### config.mk
export PLATFORM = sky130hd
export DESIGN_NAME = twcbf_mod
export DESIGN_NICKNAME = d
export VERILOG_FILES = /design/src/hw/rtl/twcbf_pkg.sv /design/src/hw/rtl/twcbf_mod.sv
export SDC_FILE = /design/constraint.sdc
export NUM_CORES = 1
export LEC_CHECK = 0
export BUFFER_PORTS_ARGS = -buffer_cell sky130_fd_sc_hd__buf_2
export CAP_MARGIN = 10
export CORE_ASPECT_RATIO = 0.9
export CORE_MARGIN = 1
export CORE_UTILIZATION = 55
export DETAILED_ROUTE_END_ITERATION = 10
export PLACE_DENSITY = 0.77
export SLEW_MARGIN = 20
export SYNTH_ARGS = -nofsm -noshare
export SYNTH_HDL_FRONTEND = slang
export SYNTH_SLANG_ARGS = --single-unit
### constraint.sdc
create_clock -name i_clk -period 3.3 [get_ports i_clk]
set_input_delay 0.33 -clock i_clk [delete_from_list [all_inputs] [get_ports i_clk]]
set_output_delay 0.33 -clock i_clk [all_outputs]
set_load 0.03 [all_outputs]
### src/hw/rtl/twcbf_pkg.sv
// twcbf_pkg: sizes, codes, reset values and hash constants of the
// time window counting bloom filter; used by every file of the block but twcbf_ram
package twcbf_pkg;

    localparam int ROWS        = 8;
    localparam int MAX_CELLS   = 1024;
    localparam int BASE_WINDOW = 3;

    localparam int HASH_W  = 32;
    localparam int CELL_W  = 8;
    localparam int SEC_W   = 17;
    localparam int ROW_W   = (ROWS > 1) ? $clog2(ROWS) : 1;
    localparam int WIN_W   = $clog2(ROWS + 1);
    localparam int COLS_W  = $clog2(MAX_CELLS + 1);
    localparam int DEPTH   = ROWS * MAX_CELLS;
    localparam int ADDR_W  = $clog2(DEPTH);

    localparam int CMD_W      = 2;
    localparam int CFG_IDX_W  = 2;
    localparam int CFG_DATA_W = 16;
    localparam int CNT_REG_W  = 11;
    localparam int AGE_REG_W  = 16;

    localparam logic [CMD_W-1:0] CMD_INSERT = 2'd0;
    localparam logic [CMD_W-1:0] CMD_QUERY  = 2'd1;
    localparam logic [CMD_W-1:0] CMD_REMOVE = 2'd2;
    localparam logic [CMD_W-1:0] CMD_TICK   = 2'd3;

    localparam logic [CFG_IDX_W-1:0] CFG_CELL_COUNT = 2'd0;
    localparam logic [CFG_IDX_W-1:0] CFG_SAT_THRESH = 2'd1;
    localparam logic [CFG_IDX_W-1:0] CFG_AGE_LIMIT  = 2'd2;

    localparam logic [CNT_REG_W-1:0] RST_CELL_COUNT = 11'd1024;
    localparam logic [CNT_REG_W-1:0] RST_SAT_THRESH = 11'd819;
    localparam logic [AGE_REG_W-1:0] RST_AGE_LIMIT  = 16'd60;

    localparam logic [HASH_W-1:0] DJB2_INIT  = 32'd5381;
    localparam logic [HASH_W-1:0] SDBM_INIT  = 32'd0;
    localparam logic [HASH_W-1:0] FNV_INIT   = 32'd2166136261;
    localparam logic [HASH_W-1:0] FNV_PRIME  = 32'd16777619;

    localparam logic [CELL_W-1:0] CELL_MAX    = 8'd255;
    localparam logic [SEC_W-1:0]  SECONDS_MAX = 17'd131071;

endpackage

### src/hw/rtl/twcbf_mod.sv
// twcbf_mod: bit serial remainder unit, one dividend bit per cycle
// depends on twcbf_pkg
module twcbf_mod (
    input  logic                           i_clk,
    input  logic                           i_rst_n,
    input  logic                           i_start,
    input  logic [twcbf_pkg::HASH_W-1:0]   i_dividend,
    input  logic [twcbf_pkg::COLS_W-1:0]   i_divisor,
    output logic                           o_done,
    output logic [twcbf_pkg::COLS_W-1:0]   o_rem
);
    import twcbf_pkg::*;

    localparam int STEP_W = $clog2(HASH_W);

    logic              r_busy;
    logic              r_done;
    logic [STEP_W-1:0] r_step;
    logic [HASH_W-1:0] r_quo;
    logic [COLS_W-1:0] r_rem;
    logic [COLS_W-1:0] r_div;
    logic [COLS_W:0]   trial;
    logic              fits;

    assign trial = {r_rem, r_quo[HASH_W-1]};
    assign fits  = trial >= {1'b0, r_div};

    always_ff @(posedge i_clk) begin
        if (!i_rst_n) begin
            r_busy <= 1'b0;
            r_done <= 1'b0;
            r_step <= '0;
        end else begin
            r_done <= 1'b0;
            if (i_start) begin
                r_busy <= 1'b1;
                r_step <= '0;
                r_quo  <= i_dividend;
                r_rem  <= '0;
                r_div  <= i_divisor;
            end else if (r_busy) begin
                r_quo  <= {r_quo[HASH_W-2:0], 1'b0};
                r_rem  <= fits ? COLS_W'(trial - {1'b0, r_div}) : trial[COLS_W-1:0];
                r_step <= r_step + 1'b1;
                if (r_step == STEP_W'(HASH_W - 1)) begin
                    r_busy <= 1'b0;
                    r_done <= 1'b1;
                end
            end
        end
    end

    assign o_done = r_done;
    assign o_rem  = r_rem;
endmodule

# After elaboration in Yosys (flattened, before gate mapping)
# Index checks and enable logic that the tools add are counted.
[totals]
reg_bits = 61
output_inout_bits = 12
elab_cells = 25
[op_classes]
add_sub_neg = 2
n_lt_le_gt_ge = 1
eq_ne = 1
mux = 8
bitwise = 2
reduce_logical = 5
[ops]
columns = ["operator", "count"]
rows = [
  ["two-way mux 32 bit", 2],
  ["two-way mux 11 bit", 2],
  ["greater-or-equal comparator 12 x 11 -> 1 bit", 1],
  ["subtractor 11 bit", 1],
  ["adder 5 x 1 -> 5 bit (second input constant)", 1],
  ["equality test 5 bit (second input constant)", 1],
  ["two-way mux 1 bit", 4],
  ["AND reduction 2 bit", 2],
  ["OR reduction 3 bit", 1],
  ["NOT 1 bit", 2],
  ["nonzero test 2 bit", 1],
  ["OR reduction 2 bit", 1],
]

# Logic depth before layout (Yosys ltp)
# Gate-level depths: netlist of run 1.
[depth]
depth_word = 4
ltp_mapped = 10

# Worst setup path before layout of run 1
# No wires, ideal clock.
[synth_path]
path_type = "flip-flop to flip-flop"
start = "register r_rem[0], in the netlist o_rem[0]"
end = "register r_rem[6], in the netlist o_rem[6], data pin"
arrival_ns = 2.291
required_ns = 3.154
setup_slack_ns = 0.863
path_stages_with_launch = 9
synth_period_minus_slack_ns = 2.437
path_cell_list = "edfxtp_1 inv_1 fa_1 nand2b_1 a21oi_1 o21a_1 o31ai_4 or3b_1 a21oi_1"
[synth_via]
elab_chain_len = 3
word_cells_on_any_way = 4
[synth_rtl]
columns = ["item", "line_no", "text"]
rows = [
  ["start, declared", "twcbf_mod.sv:20", "logic [COLS_W-1:0] r_rem;"],
  ["start signal, assigned", "twcbf_mod.sv:43", "r_rem <= fits ? COLS_W'(trial - {1'b0, r_div}) : trial[COLS_W-1:0];"],
  ["subtractor 11 bit or greater-or-equal comparator 12 x 11 -> 1 bit (tied branches)", "twcbf_mod.sv:43, twcbf_mod.sv:26", ""],
  ["two-way mux 11 bit *", "twcbf_mod.sv:43", ""],
  ["two-way mux 11 bit *", "twcbf_mod.sv:41", "end else if (r_busy) begin"],
]
# Every way passes the cells marked *; elsewhere a longest branch is shown, timed or not. The select of a mux whose other input is x is not followed.
# A chain may end at the register's enable or synchronous reset.

# Worst setup path in the final report of run 1
[layout_path]
start = "register r_quo[31]"
end = "register r_rem[2], in the netlist o_rem[2], data pin"
[layout_via]
elab_chain_len = 3
word_cells_on_any_way = 4
[layout_rtl]
columns = ["item", "line_no", "text"]
rows = [
  ["start, declared", "twcbf_mod.sv:19", "logic [HASH_W-1:0] r_quo;"],
  ["start signal, assigned", "twcbf_mod.sv:38", "r_quo <= i_dividend;"],
  ["start signal, assigned", "twcbf_mod.sv:42", "r_quo <= {r_quo[HASH_W-2:0], 1'b0};"],
  ["subtractor 11 bit or greater-or-equal comparator 12 x 11 -> 1 bit (tied branches)", "twcbf_mod.sv:43, twcbf_mod.sv:26", ""],
  ["two-way mux 11 bit *", "twcbf_mod.sv:43", ""],
  ["two-way mux 11 bit *", "twcbf_mod.sv:41", ""],
]
# Marked as above.

==> impl_metrics.csv, run 1 <==
group,metric,value,unit
floorplanning,die_w,79.91,um
detailed_routing,wire_per_inst,15.15,um
critical_path,cp.buffers_inverters,1,
critical_path,start_kind,"register",
floorplanning,ios,58,
place,place_ws,0.6896,ns
global_route,grt_pass1_vias,1935,
synth,synth-compound-area-share,0.08372,
detailed_routing,drt_iter0_drc,121,
place,place_inst,340,
synth,synthAdderAreaFrac,0.06081,
detailed_routing,drcViolationCount,0,
clocking,cts_sinks,61,
sta,slew-limit-headroom,0.4827,
sta,clock.fmax,382.3,MHz
synth,synth_ff_type,"edfxtp_1",
outcome,status,"complete, no violations",
detailed_routing,drtPass1Iterations,4,
sta,whs,0.1617,ns
synth,synth_cell_types,38,
detailed_routing,drt-vias-per-instance,5.455,
sta,min_period,2.615,ns
floorplanning,row_count,25,
sta,period_share,0.7926,
global_route,grt-ovfl-total,0,
floorplanning,fp.coreArea,0.005255,sq mm
place,place.gp.congestion,0.7957,
clocking,cts_buffer_depth,2,
synth,ys_seq_elements,61,
synth,synth_edf_count,54,
detailed_routing,ant_nets,0,
critical_path,crit_arrival,2.70,ns
synth,synthXorXnorAreaFrac,0.02332,
sta,final.setup.tns,0,ns
final_layout,stdcell_count,356,
clocking,h-tree-depth,3,
global_route,antenna_found_initial,0,
sta,setup_viol,0,
place,numPortBuffers,57,
final_layout,multiInputGateArea,0.001142,sq mm
critical_path,cp-end-kind,"register",
synth,synthMuxAreaShare,0.1362,
final_layout,drive_gt1_frac,0.3806,
synth,synth_top_family_by_area,"multiplexers",
critical_path,critPathTopFamily,"compound AO/OA/AOI/OAI gates",
clocking,clk_pin_slew,0.07,ns
detailed_routing,vias,1942,
synth,async_flop_share,0,
clocking,root_buffer,"clkbuf_8",
synth,syn-mean-instance-area,13.59,sq um
critical_path,cp_cell_sequence,"inv_1 -> ha_1 -> fa_1 -> nand2b_1 -> a21oi_1 -> o21a_1 -> o31ai_4 -> mux2i_1 -> nor2_1",
sta,finalClockSkew,0.005951,ns
final_layout,regArea,0.001762,sq mm
final_layout,fin_nets,344,
synth,synthCells,221,
job,cap_viol_max_count,0,
power,p_per_area,555.0,mW/mm^2
sta,hold_viol_final,0,
final_layout,antenna_cells,0,
sta,worst_slack,0.6845,ns
floorplanning,initial_utilization,0.5717,
place,post-dp-hpwl,3.690,mm
final_layout,nFillCells,417,
clocking,cts_buffers,9,
power,power,0.001960,W
floorplanning,die_y,72.12,um
clocking,clock_latency,0.34,ns
floorplanning,dieArea,0.005762,sq mm
clocking,cts_resized,0,
detailed_routing,wl,5.394,mm
global_route,grt_pass1_wl,8.859,mm
global_route,grt_util_all_layers,0.2127,
sta,tightest_slew,0.7760,ns
sta,rsz0062_at_grt,"false",
power,power_leakage,1.442,nW
critical_path,critical_path_class,"register to register",
critical_path,crit_required,3.38,ns
clocking,cts_tree,"built",
final_layout,syn_to_final_growth,17.58,%
critical_path,cp_max_fo,17,
power,vdd.ir_drop.worst,379.1,uV
synth,yosys.area_share.simple,0.07580,
clocking,hold_buffers,0,
synth,synthesis.area,0.003004,sq mm
critical_path,cp_slowest_stage_delay,0.71,ns
synth,ys_seq_area_frac,0.5864,
critical_path,cp_slowest_cell,"o31ai_4",
hold_path,holdCritPathClass,"primary input to register",
clocking,post_cts_buffers,0,
global_route,grt_max_degree,34,
synth,syn-num-nets,281,
sta,slew_viol_final,0,
synth,yosys_warnings,0,
==> stage by stage <==
step	area, sq um	util
after floorplan	3004	-
after global placement	3341	0.6357
after detailed placement	3341	0.6357
after CTS	3532	0.6721
after global routing	3532	0.6721
final	3532	0.6721
==> logic make-up (layout without fill, tap and decap cells) <==
| family | after synthesis | count (layout) |
|---|---|---|
| adder cells (fa/ha/maj) | 14 | 14 |
| flip-flops | 61 | 61 |
| AO/OA/AOI/OAI | 34 | 34 |
| XOR/XNOR | 8 | 8 |
| multiplexers | 37 | 37 |
| buffers and inverters | 21 | 89 |
| AND/OR/NAND/NOR | 46 | 46 |
==> flip-flops by register name, summed over array words and instances, names as in the netlist <==
register,flops
r_quo,32
o_rem,11
r_div,11
r_step,5
o_done,1
r_busy,1
==> placed cells by master, fill, tap and decap left out, types with 2 or more instances in the layout <==
cell type and instances:
buf_4 2, nand3_1 2, a21oi_1 7, nand2b_1 2
xnor2_1 6, o21ai_0 6, dfxtp_1 7, edfxtp_1 54
mux2_2 31, a211oi_1 3, mux2i_1 6, clkbuf_8 10
nor2b_1 3, a31oi_1 2, and4_1 2, nand2_1 9
o31ai_1 2, buf_2 57, ha_1 13, xor2_1 2
inv_1 14, o21a_1 5, and2_1 2, nor2_1 17
clkinv_2 4, nor3_1 4
==> worst reg2reg max path: cells and delay by family, from the launching register on <==
family | cells | cell delay [ns]
compound gates | 3 | 1.05
fa+ha+maj | 2 | 0.40
flops | 1 | 0.36
mux | 1 | 0.26
simple gates | 2 | 0.20
buf+inv | 1 | 0.09
==> final cells by class <==
type,instances,share of cell area
multi-input cells,139,0.3234
flip-flops and latches,61,0.4988
inverters,14,0.01488
clock inverters,5,0.01417
well taps,67,0.02373
repair buffers,59,0.08502
clock buffers,11,0.04003
==> report_power, final <==
part	switching, W	leakage, nW	internal [W]
clock	0.000281	0.103	0.000364
sequential	0.0000259	0.573	0.000912
combinational	0.000213	0.766	0.000165
==> per-layer routing <==
| layer | wire (um) | global-route usage | vias to the layer above |
|---|---|---|---|
| met2 | 2466 | 0.3248 | 64 |
| met3 | 369 | 0.1019 | 12 |
| met5 | 0 | 0 | - |
| met1 | 2489 | 0.2636 | 918 |
| li1 | - | - | 948 |
| met4 | 68 | 0.07937 | 0 |
==> Yosys cell counts, types with 4 or more instances <==
master,n,share of area
o21a_1,6,0.015
xnor2_1,6,0.017
nor2_1,17,0.021
inv_1,14,0.017
o21ai_0,6,0.010
edfxtp_1,54,0.54
mux2i_1,6,0.020
a21oi_1,7,0.012
mux2_2,31,0.12
ha_1,13,0.054
clkbuf_1,4,0.0050
nand2_1,9,0.011
dfxtp_1,7,0.047
nor3_1,4,0.0067
==> path summary, 6_finish.rpt <==
kind                           from                      to  slack [ns]  cells after the start
max             r_quo[31]$_DFFE_PP_  o_rem[2]$_SDFFCE_PP0P_        0.68                      9
max reg2reg     r_quo[31]$_DFFE_PP_  o_rem[2]$_SDFFCE_PP0P_        0.68                      9
min                    i_divisor[4]      r_div[4]$_DFFE_PP_        0.16                      1
min reg2reg  r_step[3]$_SDFFE_PP0P_  r_step[3]$_SDFFE_PP0P_        0.50                      2
Power figures use the tool's default switching activity.
==> inputs of run 2 (changes only) <==
--- a/config.mk
+++ b/config.mk
@@ -5,13 +5,14 @@
 export SDC_FILE = /design/constraint.sdc
 export NUM_CORES = 1
 export LEC_CHECK = 0
+export ABC_AREA = 1
 export BUFFER_PORTS_ARGS = -buffer_cell sky130_fd_sc_hd__buf_2
 export CAP_MARGIN = 10
 export CORE_ASPECT_RATIO = 0.9
 export CORE_MARGIN = 1
-export CORE_UTILIZATION = 55
+export CORE_UTILIZATION = 50
 export DETAILED_ROUTE_END_ITERATION = 10
-export PLACE_DENSITY = 0.77
+export PLACE_DENSITY = 0.73
 export SLEW_MARGIN = 20
 export SYNTH_ARGS = -nofsm -noshare
 export SYNTH_HDL_FRONTEND = slang
==> constraint.sdc (replaced) <==
create_clock -name i_clk -period 2.25 [get_ports i_clk]
set_input_delay 0.225 -clock i_clk [delete_from_list [all_inputs] [get_ports i_clk]]
set_output_delay 0.225 -clock i_clk [all_outputs]
set_load 0.03 [all_outputs]
==> run 2 against run 1 <==
Compared with the run above:
- wire length increased by 19%
- combinational power increased by 89%
- area after synthesis increased by 8.8%
- register-to-register slack got worse by 0.54 ns
- final area increased by 8.8%
- via count increased by 31%
- sequential cell count unchanged
- largest cell class unchanged
- highest routed layer unchanged
==> impl_metrics.csv, run 2 <==
group,metric,value,unit
detailed_routing,wl,6.433,mm
sta,period_share,0.9379,
global_route,grt_max_degree,44,
sta,slew-limit-headroom,0.6649,
final_layout,syn_to_final_growth,17.53,%
job,cap_viol_max_count,0,
synth,yosysMostFrequentCell,"nand2_1",
synth,synthCells,385,
sta,setup_viol,0,
final_layout,stdcell_count,539,
sta,rsz0062_at_grt,"false",
synth,syn-mean-instance-area,8.492,sq um
critical_path,reg2reg_to,"o_rem[7]$_SDFFCE_PP0P_",
floorplanning,initial_utilization,0.5260,
synth,async_flop_share,0,
detailed_routing,drtPass1Iterations,4,
global_route,grt_pass1_wl,10.84,mm
power,vdd.ir_drop.worst,354.7,uV
place,post-dp-hpwl,4.426,mm
global_route,antenna_found_initial,0,
power,switchingPower,0.0009478,W
synth,synth_cell_types,30,
detailed_routing,vias,2550,
critical_path,start_kind,"register",
global_route,grt-ovfl-total,0,
clocking,cts_buffers,9,
clocking,cts_sinks,61,
synth,synth_area_leaders,"edfxtp_1, nand2_1, inv_1",
power,power_leakage,1.914,nW
synth,synth_top_area_cell,"edfxtp_1",
floorplanning,row_count,27,
detailed_routing,drt-vias-per-instance,4.731,
hold_path,hold_depth,1,
critical_path,critical_path_class,"register to register",
final_layout,final_cell_mix,"nand2_1, buf_2, edfxtp_1",
clocking,h-tree-depth,3,
critical_path,crit_required,2.35,ns
sta,final.setup.tns,0,ns
final_layout,max_flop_register,"r_quo",
sta,clock.fmax,473.9,MHz
hold_path,holdCritPathClass,"primary input to register",
critical_path,r2r_start,"r_quo[31]$_DFFE_PP_",
sta,min_period,2.110,ns
power,switching_share,0.3095,
place,place_inst,522,
power,power,0.003062,W
floorplanning,dieArea,0.006866,sq mm
floorplanning,die_w,87.24,um
clocking,clock_latency,0.34,ns
final_layout,antenna_cells,0,
synth,ys_seq_elements,61,
final_layout,drive_gt1_frac,0.2257,
clocking,clk_pin_slew,0.07,ns
detailed_routing,wire_per_inst,11.94,um
synth,netlist.area_leader.share,0.4960,
final_layout,fin_nets,507,
place,place.gp.congestion,0.8843,
final_layout,fin_util,0.6182,
critical_path,cp_max_fo,11,
sta,worst_slack,0.1397,ns
critical_path,reg2reg_slack,0.14,ns
place,place_ws,0.1088,ns
place,numPortBuffers,57,
detailed_routing,ant_nets,0,
sta,finalClockSkew,0.01242,ns
power,seq_power_share,0.459,
detailed_routing,drt_iter0_drc,153,
global_route,grt_pass1_vias,2421,
power,p_int,0.002114,W
synth,yosys_warnings,0,
hold_path,worstHoldEndpoint,"r_div[9]$_DFFE_PP_",
final_layout,nFillCells,573,
floorplanning,die_y,78.71,um
synth,synth_common_cells,"nand2_1, edfxtp_1, inv_1",
power,p_per_area,796.9,mW/mm^2
synth,synth_ff_type,"edfxtp_1",
floorplanning,fp.coreArea,0.006216,sq mm
clocking,root_buffer,"clkbuf_8",
critical_path,r2r_cells,13,
clocking,cts_buffer_depth,2,
sta,slew_viol_final,0,
final_layout,largest_register_ffs,32,
final_layout,final_common_cell,"nand2_1",
global_route,grt_util_all_layers,0.2095,
sta,tightest_slew,0.5021,ns
outcome,status,"complete, no violations",
synth,synthesis.area,0.003269,sq mm
sta,hold_viol_final,0,
hold_path,min_from,"i_divisor[9]",
critical_path,crit_arrival,2.21,ns
synth,synth_edf_count,54,
clocking,cts_tree,"built",
synth,ys_seq_area_frac,0.5388,
synth,syn-num-nets,445,
detailed_routing,drcViolationCount,0,
floorplanning,ios,58,
power,combPwrFrac,0.233,
critical_path,crit_start,"r_quo[31]$_DFFE_PP_",
power,pwr-share-clk,0.308,
critical_path,cp-end-kind,"register",
[run 2: area by class of cell]
| type | instances | area (sq um) | area share |
|---|---|---|---|
| clock buffer | 9 | 123.9 | 0.03224 |
| multi-input combinational | 260 | 1251 | 0.3256 |
| tap | 87 | 108.9 | 0.02833 |
| timing repair buffer | 61 | 327.8 | 0.08531 |
| clock inverter | 7 | 66.31 | 0.01726 |
| inverter | 54 | 202.7 | 0.05275 |
| sequential | 61 | 1762 | 0.4585 |
[run 2: worst max-delay path, stage by stage, from the launching register on]
cell	delay [ns]
edfxtp_1	0.34
inv_1	0.05
ha_1	0.22
fa_1	0.43
inv_2	0.10
nand2_2	0.05
nand2_2	0.07
nand2_2	0.06
nand2_1	0.07
nand2_2	0.11
nand3_4	0.17
nand2_1	0.08
nor2_1	0.08
nor2_1	0.05
[run 2: metal layers]
layer	vias to the layer above	wire, um	GRT usage
met3	16	426	0.05509
li1	1338	-	-
met4	0	150	0.09508
met2	71	2924	0.3252
met5	-	0	0
met1	1125	2931	0.2762
[run 2: power by group through the flow]
| stage | Clock (W) | Sequential, W | Combinational (W) |
|---|---|---|---|
| after global routing | 0.00101 | 0.00142 | 0.000815 |
| after CTS | 0.000964 | 0.00141 | 0.000703 |
| after global placement | 0 | 0.00143 | 0.000679 |
| after detailed placement | 0 | 0.00143 | 0.000698 |
| after floorplan | 0 | 0.00148 | 0.000495 |
| final | 0.000943 | 0.00141 | 0.000713 |
[run 2: what timing repair did]
| action | CTS | global route |
|---|---|---|
| resized for setup | 0 | 1 |
| endpoints found under the setup margin | 0 | 7 |
| setup buffers | 0 | 0 |
| hold buffers | 0 | 0 |
[run 2: through the flow]
stage / instance area [sq um] / hold slack [ns]
finish: 3842 / 0.06014
global route: 3842 / 0.04495
CTS: 3825 / 0.04593
detailed placement: 3635 / 0.4031
global placement: 3635 / 0.4011
floorplan: 3269 / 0.3239
[run 2: cells by family (layout without fill, tap and decap cells)]
group           Yosys count  after routing  share of synthesized area
simple gates            228            229                     0.2882
buf+inv                  65            131                    0.08458
flops                    61             61                     0.5388
fa+ha+maj                14             14                    0.05588
compound gates           14             14                    0.02449
xor+xnor                  3              3                   0.008038
[run 2: worst max-delay path by stage]
stage          cells past startpoint                     end
2_1_floorplan                     13  o_rem[8]$_SDFFCE_PP0P_
3_5_place_dp                      13  o_rem[7]$_SDFFCE_PP0P_
4_1_cts                           13  o_rem[7]$_SDFFCE_PP0P_
6_report                          13  o_rem[7]$_SDFFCE_PP0P_
5_1_grt                           13  o_rem[3]$_SDFFCE_PP0P_
3_3_place_gp                      13  o_rem[7]$_SDFFCE_PP0P_
